[config.mk]
export PLATFORM = sky130hd
export DESIGN_NAME = four_level_page_table_walker
export DESIGN_NICKNAME = d
export VERILOG_FILES = /design/src/hw/rtl/ptw_pkg.sv /design/src/hw/rtl/four_level_page_table_walker.sv /design/src/hw/rtl/ptw_walk.sv
export VERILOG_INCLUDE_DIRS = /design/src /design/src/hw/rtl
export SDC_FILE = /design/constraint.sdc
export NUM_CORES = 1
export LEC_CHECK = 0
export BUFFER_PORTS_ARGS = -buffer_cell sky130_fd_sc_hd__buf_2
export CELL_PAD_IN_SITES_DETAIL_PLACEMENT = 1
export CELL_PAD_IN_SITES_GLOBAL_PLACEMENT = 2
export CORE_MARGIN = 2
export CORE_UTILIZATION = 35
export CTS_CLUSTER_DIAMETER = 100
export DETAILED_ROUTE_END_ITERATION = 8
export PLACE_DENSITY_LB_ADDON = 0.05
export SLEW_MARGIN = 20
export SYNTH_ARGS = -nofsm -noshare
export SYNTH_HDL_FRONTEND = slang
export SYNTH_SLANG_ARGS = --single-unit
[constraint.sdc]
create_clock -name aclk -period 5.6 [get_ports aclk]
set_input_delay 0.84 -clock aclk [delete_from_list [all_inputs] [get_ports aclk]]
set_output_delay 0.84 -clock aclk [all_outputs]
set_load 0.02 [all_outputs]
[src/hw/rtl/four_level_page_table_walker_defines.svh]
// ----------------------------------------------------------------------------
// Page table walker assertion macros
// Concurrent assertion helpers clocked on aclk and held off during reset.
// ----------------------------------------------------------------------------
`ifndef FOUR_LEVEL_PAGE_TABLE_WALKER_DEFINES_SVH
`define FOUR_LEVEL_PAGE_TABLE_WALKER_DEFINES_SVH
`ifndef SYNTHESIS
`define PTW_ASSERT(label, prop) \
    label: assert property (@(posedge aclk) disable iff (!aresetn) prop) \
        else $error("page table walker assertion failed");
`define PTW_ASSERT_IMPLY(label, cond, prop) \
    `PTW_ASSERT(label, (cond) |-> (prop))
`else
`define PTW_ASSERT(label, prop)
`define PTW_ASSERT_IMPLY(label, cond, prop)
`endif
`endif

[src/hw/rtl/ptw_pkg.sv]
// ----------------------------------------------------------------------------
// Page table walker package
// Item types, field codes and the per-level index select.
// ----------------------------------------------------------------------------
package ptw_pkg;

    localparam int LIN_W  = 48;
    localparam int PHYS_W = 59;
    localparam int ENTRY_W = 64;
    localparam int PA_W   = 64;
    localparam int IDX_W  = 9;

    localparam logic MODE_START    = 1'b0;
    localparam logic MODE_RESPONSE = 1'b1;

    localparam logic KIND_REQUEST = 1'b0;
    localparam logic KIND_DONE    = 1'b1;

    localparam logic [1:0] PAGE_4K = 2'd0;
    localparam logic [1:0] PAGE_2M = 2'd1;
    localparam logic [1:0] PAGE_1G = 2'd2;

    localparam logic [1:0] LEVEL_TOP  = 2'd0;
    localparam logic [1:0] LEVEL_DIR1 = 2'd1;
    localparam logic [1:0] LEVEL_DIR2 = 2'd2;
    localparam logic [1:0] LEVEL_LAST = 2'd3;

    localparam int PRESENT_BIT = 0;
    localparam int LARGE_BIT   = 7;

    typedef struct packed {
        logic              mode;
        logic [LIN_W-1:0]  linear_address;
        logic [ENTRY_W-1:0] entry_data;
    } ptw_in_t;

    typedef struct packed {
        logic              kind;
        logic [PHYS_W-1:0] read_address;
        logic [PA_W-1:0]   physical_address;
        logic              fault;
        logic [1:0]        page_size;
    } ptw_out_t;

    typedef struct packed {
        logic       busy;
        logic [1:0] level;
    } ptw_status_t;

    function automatic logic [IDX_W-1:0] level_index(input logic [LIN_W-1:0] lin,
                                                     input logic [1:0] level);
        logic [IDX_W-1:0] idx;
        unique case (level)
            LEVEL_TOP:  idx = lin[47:39];
            LEVEL_DIR1: idx = lin[38:30];
            LEVEL_DIR2: idx = lin[29:21];
            LEVEL_LAST: idx = lin[20:12];
            default:    idx = '0;
        endcase
        return idx;
    endfunction

endpackage

[src/hw/rtl/four_level_page_table_walker.sv]
// ----------------------------------------------------------------------------
// Four-level page table walker
// Translates 48-bit linear addresses through four levels of page tables.
// ----------------------------------------------------------------------------
// The walker takes one item per clock cycle unless an untaken result stalls
// it. A result, if any, passes the input register, then the walk decision,
// then the result register. A translate item yields a read request for the
// top-level entry; each response item yields either the next read request or
// the finished translation. Responses that arrive while no walk is open
// produce no result. The user must write the root table base through the
// configuration channel only while the walker is idle; this is not enforced.
`include "four_level_page_table_walker_defines.svh"

module four_level_page_table_walker
    import ptw_pkg::*;
(
    input  logic              aclk,
    input  logic              aresetn,
    input  logic              cfg_valid,
    output logic              cfg_ready,
    input  logic [PHYS_W-1:0] cfg_data,
    input  logic              s_valid,
    output logic              s_ready,
    input  ptw_in_t           s_data,
    output logic              m_valid,
    input  logic              m_ready,
    output ptw_out_t          m_data
);

    logic [PHYS_W-1:0] root_reg;
    logic              in_valid_reg;
    ptw_in_t           in_data_reg;
    logic              out_valid_reg;
    ptw_out_t          out_data_reg;
    logic              advance;
    ptw_out_t          step_result;
    logic              step_has_result;
    ptw_status_t       status;

    assign cfg_ready = 1'b1;
    assign advance   = in_valid_reg && (!out_valid_reg || m_ready);
    assign s_ready   = !in_valid_reg || advance;

    always_ff @(posedge aclk) begin
        if (!aresetn) begin
            root_reg <= '0;
        end else if (cfg_valid && cfg_ready) begin
            root_reg <= cfg_data;
        end
    end

    always_ff @(posedge aclk) begin
        if (!aresetn) begin
            in_valid_reg <= 1'b0;
        end else if (s_ready) begin
            in_valid_reg <= s_valid;
        end
    end

    always_ff @(posedge aclk) begin
        if (s_ready && s_valid) begin
            in_data_reg <= s_data;
        end
    end

    ptw_walk u_walk (
        .aclk       (aclk),
        .aresetn    (aresetn),
        .step_en    (advance),
        .item       (in_data_reg),
        .table_root (root_reg),
        .result     (step_result),
        .has_result (step_has_result),
        .status     (status)
    );

    always_ff @(posedge aclk) begin
        if (!aresetn) begin
            out_valid_reg <= 1'b0;
        end else if (advance) begin
            out_valid_reg <= step_has_result;
        end else if (m_ready) begin
            out_valid_reg <= 1'b0;
        end
    end

    always_ff @(posedge aclk) begin
        if (advance && step_has_result) begin
            out_data_reg <= step_result;
        end
    end

    assign m_valid = out_valid_reg;
    assign m_data  = out_data_reg;

    `PTW_ASSERT_IMPLY(a_idle_level_top, !status.busy, status.level == LEVEL_TOP)
    `PTW_ASSERT_IMPLY(a_request_fields_clear, m_valid && m_data.kind == KIND_REQUEST,
        !m_data.fault && m_data.physical_address == '0 && m_data.page_size == PAGE_4K)
    `PTW_ASSERT_IMPLY(a_done_no_address, m_valid && m_data.kind == KIND_DONE,
        m_data.read_address == '0)
    `PTW_ASSERT_IMPLY(a_fault_all_ones, m_valid && m_data.fault,
        m_data.physical_address == '1 && m_data.page_size == PAGE_4K)
    `PTW_ASSERT_IMPLY(a_start_opens_walk, advance && in_data_reg.mode == MODE_START,
        ##1 status.busy && status.level == LEVEL_TOP)

endmodule

[src/hw/rtl/ptw_walk.sv]
// ----------------------------------------------------------------------------
// Page table walker step logic
// Walk state registers and the combinational decision for one item.
// ----------------------------------------------------------------------------
module ptw_walk
    import ptw_pkg::*;
(
    input  logic              aclk,
    input  logic              aresetn,
    input  logic              step_en,
    input  ptw_in_t           item,
    input  logic [PHYS_W-1:0] table_root,
    output ptw_out_t          result,
    output logic              has_result,
    output ptw_status_t       status
);

    logic             busy_reg, busy_next;
    logic [1:0]       level_reg, level_next;
    logic [LIN_W-1:0] held_reg, held_next;

    always_ff @(posedge aclk) begin
        if (!aresetn) begin
            busy_reg  <= 1'b0;
            level_reg <= LEVEL_TOP;
            held_reg  <= '0;
        end else if (step_en) begin
            busy_reg  <= busy_next;
            level_reg <= level_next;
            held_reg  <= held_next;
        end
    end

    always_comb begin
        busy_next  = busy_reg;
        level_next = level_reg;
        held_next  = held_reg;
        has_result = 1'b0;
        result     = '0;
        if (item.mode == MODE_START) begin
            held_next           = item.linear_address;
            level_next          = LEVEL_TOP;
            busy_next           = 1'b1;
            has_result          = 1'b1;
            result.kind         = KIND_REQUEST;
            result.read_address = {table_root[58:12],
                                   level_index(item.linear_address, LEVEL_TOP), 3'b000};
        end else if (busy_reg) begin
            has_result  = 1'b1;
            busy_next   = 1'b0;
            level_next  = LEVEL_TOP;
            result.kind = KIND_DONE;
            if (!item.entry_data[PRESENT_BIT]) begin
                result.physical_address = '1;
                result.fault            = 1'b1;
            end else if (level_reg == LEVEL_DIR1 && item.entry_data[LARGE_BIT]) begin
                result.physical_address = {5'b0, item.entry_data[58:30], held_reg[29:0]};
                result.page_size        = PAGE_1G;
            end else if (level_reg == LEVEL_DIR2 && item.entry_data[LARGE_BIT]) begin
                result.physical_address = {5'b0, item.entry_data[58:21], held_reg[20:0]};
                result.page_size        = PAGE_2M;
            end else if (level_reg == LEVEL_LAST) begin
                result.physical_address = {5'b0, item.entry_data[58:12], held_reg[11:0]};
                result.page_size        = PAGE_4K;
            end else begin
                busy_next           = 1'b1;
                level_next          = level_reg + 2'd1;
                result.kind         = KIND_REQUEST;
                result.read_address = {item.entry_data[58:12],
                                       level_index(held_reg, level_next), 3'b000};
            end
        end
    end

    assign status.busy  = busy_reg;
    assign status.level = level_reg;

endmodule

---- After elaboration in Yosys (flattened, before gate mapping) ----
Cells that the tools add are included.
word-level totals
  register bits ........................... 347
  logic and storage cells ................. 75
operators by class
  add/subtract/negate cells ............... 1
  equal/unequal tests ..................... 7
  mux-type cells .......................... 31
  bitwise logic cells ..................... 3
  reductions and logical operators ........ 17
operators by type and width
  cell                                                                      number
  60-bit two-way mux                                                        4
  59-bit two-way mux                                                        3
  64-bit two-way mux                                                        2
  126-bit two-way mux                                                       1
  9-bit one-hot mux with 4 select lines                                     1
  2-bit two-way mux                                                         8
  1-bit two-way mux                                                         12
  2-bit equality test (second input constant)                               4
  2-bit AND reduction                                                       3
  1-bit logical AND                                                         5
  5-bit OR reduction                                                        1
  2-bit by 1-bit equality test with 1-bit output (second input constant)    2
  4-bit OR reduction                                                        1
  1-bit inverter                                                            3
  3-bit AND reduction                                                       1
  2-bit by 1-bit adder with 2-bit output (second input constant)            1
  1-bit logical NOT                                                         2
  2-bit logical NOT                                                         1
  1-bit logical OR                                                          2
  2-bit by 1-bit inequality test with 1-bit output (second input constant)  1
  2-bit nonzero test                                                        1

---- Logic depth before layout (Yosys ltp) ----
  word-level depth ........................ 9
  mapped depth ............................ 7

---- By module ----
From an unflattened synthesis, not the netlist that was laid out.
second synthesis, totals
  cells, all modules ...................... 912
  area total of the unflattened synthesis .. 12695.9 sq um
modules (own cells, without submodules)
  module                        instances  cells an instance  area each (sq um)  seq. area each (sq um)
  four_level_page_table_walker  1          445                9547.9             8428.1
  ptw_walk                      1          467                3148.0             840.8

---- Least setup slack after synthesis ----
No wires, ideal clock.
  path type ............................... input to register
  from .................................... input port m_ready
  to ...................................... register out_data_reg (netlist bit m_data[0]), enable pin
  setup time .............................. 0.472 ns
  arrival time ............................ 3.455 ns
  data required time ...................... 5.128 ns
  path slack .............................. 1.674 ns
  cell stages on the path ................. 3
  path buffers ............................ 0
  cell sequence ........................... nand2b_1 -> nand3_1 -> inv_1
between the ends
  longest elaborated chain between the ends .. 3
RTL lines
  what                  line                                text
  from (decl)           four_level_page_table_walker.sv:26  input logic m_ready,
  1-bit logical OR      four_level_page_table_walker.sv:41  assign advance = in_valid_reg && (!out_valid_reg || m_ready);
  1-bit logical AND     four_level_page_table_walker.sv:41
  1-bit logical AND     four_level_page_table_walker.sv:88  if (advance && step_has_result) begin
  to (signal assigned)  four_level_page_table_walker.sv:89  out_data_reg <= step_result;
  to (decl)             four_level_page_table_walker.sv:34  ptw_out_t out_data_reg;
No other way between the ends.
A chain may end at the register's enable or synchronous reset.

---- Worst setup path after layout ----
  from .................................... register in_data_reg[112] (netlist name)
  to ...................................... register u_walk.held_reg[29]
between the ends
  longest elaborated chain between the ends .. 2
RTL lines
  what                           line                                text
  from (decl)                    four_level_page_table_walker.sv:32  ptw_in_t in_data_reg;
  from (signal assigned)         four_level_page_table_walker.sv:62  in_data_reg <= s_data;
  1-bit inverter (no line)       --
  2-bit AND reduction (no line)  --
  to (signal assigned)           ptw_walk.sv:30                      held_reg <= held_next;
  to (decl)                      ptw_walk.sv:20                      logic [LIN_W-1:0] held_reg, held_next;
No other way between the ends.

==> results.md <==
* Ranking of synthesized cells by area: edfxtp_1 56%, dfxtp_1 16%, mux2i_1 7.4%
* Cell taking the most area after synthesis: edfxtp_1
* Top Ports at just over 300
* Grt ovf at 0
* Hold path start: u_walk.held_reg[0]
* Antenna violations before repair at 5
* DRC errors left at 0
* Vias in the first global route at a little under 8000
* FF/Latch Area at between 8000 and 9000 um^2
* Pre-CTS setup slack at between 2000 and 3000 ps
* Slew @ Worst Pin at 970 ps
* Global-route wire length before repair at between 40000 and 50000 um
* Core occupancy in the finished layout at 0.447
* Crit. End Element: register
* GP Congestion at ~0.74
* Logic pwr share at 0.067
* Sequential area share after synthesis at 0.713
* Initial Util at 0.358
* Area after DPL at around 13000 um^2
* Worst R2R End: u_walk.held_reg[29]
* Die Width at 187 um
* Layout area overhead at 25.0%
* Core footprint at approximately 33000 um^2
* Die area at roughly 35000 um^2
* Cells after Synth at 844
* Seq cells post-synth at just over 300
* Max-Slew Margin vs Limit at 0.352
* Clk Latency, worst-skew pair at approximately 500 ps
* Hold Vio Cnt, Final at 0
* Depth of the most critical reg-to-reg path at 6
* Area of the multi-input gates at approximately 2900 um^2
* Status: completed
* Detailed Route Iter0 Violations at between 300 and 400
* CTS tree: done
* GR Util All Layers at 0.180
* Final #Nets at 1286
* Layout Skew at just under 6 ps
* Pleak at 5.73 nW
* Final TNS setup at 0 ps
* Synth warn at 0
* Most common cell after layout, fill and taps aside: buf_2
* WP data required at between 6000 and 7000 ps
* Layout cell share with drive strength beyond 1 at 0.309
* Tcrit/Tclk final at 0.510
* Htree depth at 2
* DPL Wire Length at roughly 20000 um
* Top cell type's share of synthesized area at 0.557
* Setup-failing EPs final at 0
* Worst min-delay path endpoint: u_walk.held_reg[0]
* Antenna viol nets, final at 0
* Hold path cells at 2
* CTS root buf: clkbuf_16
* Total number of vias at 7494
* Hold/Removal Path Class: register to register
* CP max FO at 48
* Wirelength per Cell at approximately 20 um
* Largest register FFs at around 120
* Mapped Area at 11700 um^2
* Via/cell ratio at roughly 4.7
* IO buf count at between 200 and 300
* Sw power at approximately 1.2 mW
* Postcts setup bufs at 0
* Internal at between 4 and 5 mW
* Clock-pin slew on the worst setup and hold paths at approximately 60 ps
* Row cnt at 66
* CP Launch Type: register
* Final WS setup at 2740 ps
* Clk buf depth at 3
* Sw Ratio at 0.221
* Most frequent cells in the layout: 274 x buf_2, 217 x edfxtp_1, 101 x nand2_1, 91 x dfxtp_1, 87 x mux2i_1
* Worst VDD drop at about 0.19 mV
* Crit Path Category: register to register
* Max Freq at between 300 and 400 MHz
* Largest net degree at the start of global routing at between 70 and 80
* Final Critical Period at between 2000 and 3000 ps
* Sequential share of power at 0.496
* # hold bufs at CTS at 0
* Critical Path AT at 3280 ps
* Fin. max-slew vios at 0
* Post-CTS sizing at 0
* Total CTS buffers at 37
* Mean Syn Cell Area at ~14 um^2
* Distinct cell type count after synthesis at 36
* Unrepaired setup endpoints after global routing: false
* Reg-to-reg setup timing slack at around 2700 ps
* Pwr/cell area at around 360 nW/um^2
* Finished Cell Area at 14600 um^2
* Fillers at 3472
* Final WL at 31600 um
* Max_cap viols at 0
* Die Ht at between 150 and 200 um
* Clock Power Share at 0.438
* Clk sinks at about 300
* Worst reg2reg path startpoint: in_data_reg[112]
* TritonRoute pass-1 iters at 4
==> synthesized netlist by cell type, drive strengths merged <==
master   count
ha           4
a21oi       44
and4         1
clkbuf      32
mux2i       87
and3         2
o21bai       1
nor2        11
o31a         2
and2         2
nand2b       3
a31oi        9
edfxtp     217
nand3       12
nor3         4
o21a         1
a22o        47
o2bb2ai      9
nand2      101
nor2b       49
dfxtp       91
inv         47
a32o         1
a311oi       9
buf         36
conb         2
a22oi        9
o21ai        1
a21boi      10
==> final cells by class <==
| cell class | instances | area share |
|---|---|---|
| Timing Repair Buffer | 288 | 0.102 |
| Inverter | 47 | 0.0122 |
| Clock buffer | 55 | 0.0734 |
| Antenna cell | 5 | 0.000856 |
| Clock inverter | 10 | 0.00668 |
| Sequential cell | 308 | 0.570 |
| Tap cell | 442 | 0.0378 |
| Multi-Input combinational cell | 423 | 0.196 |
==> routing by layer <==
layer	vias to the layer above	global-route usage	routed length, um
li1	3560	-	-
met1	3650	0.248	14300
met2	233	0.291	14800
met3	49	0.0342	1780
met4	2	0.0516	680
met5	-	0	13
==> worst max path at each step <==
stage	to	from	cells after the start	slack [ps]
2_1_floorplan	m_data[0]	m_ready	3	1670
3_3_place_gp	m_data[51]	m_ready	5	2630
3_5_place_dp	m_data[48]	m_ready	5	2580
4_1_cts	u_walk.held_reg[29]	in_data_reg[112]	6	2680
5_1_grt	u_walk.held_reg[17]	in_data_reg[112]	6	2550
6_report	u_walk.held_reg[29]	in_data_reg[112]	6	2740
==> critical path, cell delays in order (launching register included) <==
cell      delay (ps)
edfxtp_1         360
buf_4            230
inv_2             70
buf_4            550
and3_2           950
buf_4            390
mux2i_1          210
==> cell families after synthesis <==
kind of cell             share of synthesized area
AO/OA/AOI/OAI                               0.0891
AND/OR/NAND/NOR                             0.0743
other                                     0.000642
buffers and inverters                       0.0443
multiplexers                                0.0745
flip-flops                                   0.713
adder cells (fa/ha/maj)                    0.00428
==> power groups by stage <==
stage	Sequential (mW)	Clock, mW	Combinational [mW]
2_1_floorplan	2.69	0	0.164
3_3_place_gp	2.65	0	0.350
3_5_place_dp	2.66	0	0.356
4_1_cts	2.61	2.38	0.356
5_1_grt	2.62	2.46	0.385
6_report	2.61	2.30	0.350
==> metrics by stage <==
step	power, mW	cells	hold slack, ps
6_report	5.26	1578	459
5_1_grt	5.47	1576	473
4_1_cts	5.34	1572	462
3_5_place_dp	3.01	1507	448
3_3_place_gp	3.00	1507	444
2_1_floorplan	2.86	846	435
Note: power is estimated with default switching activity, not from simulation.
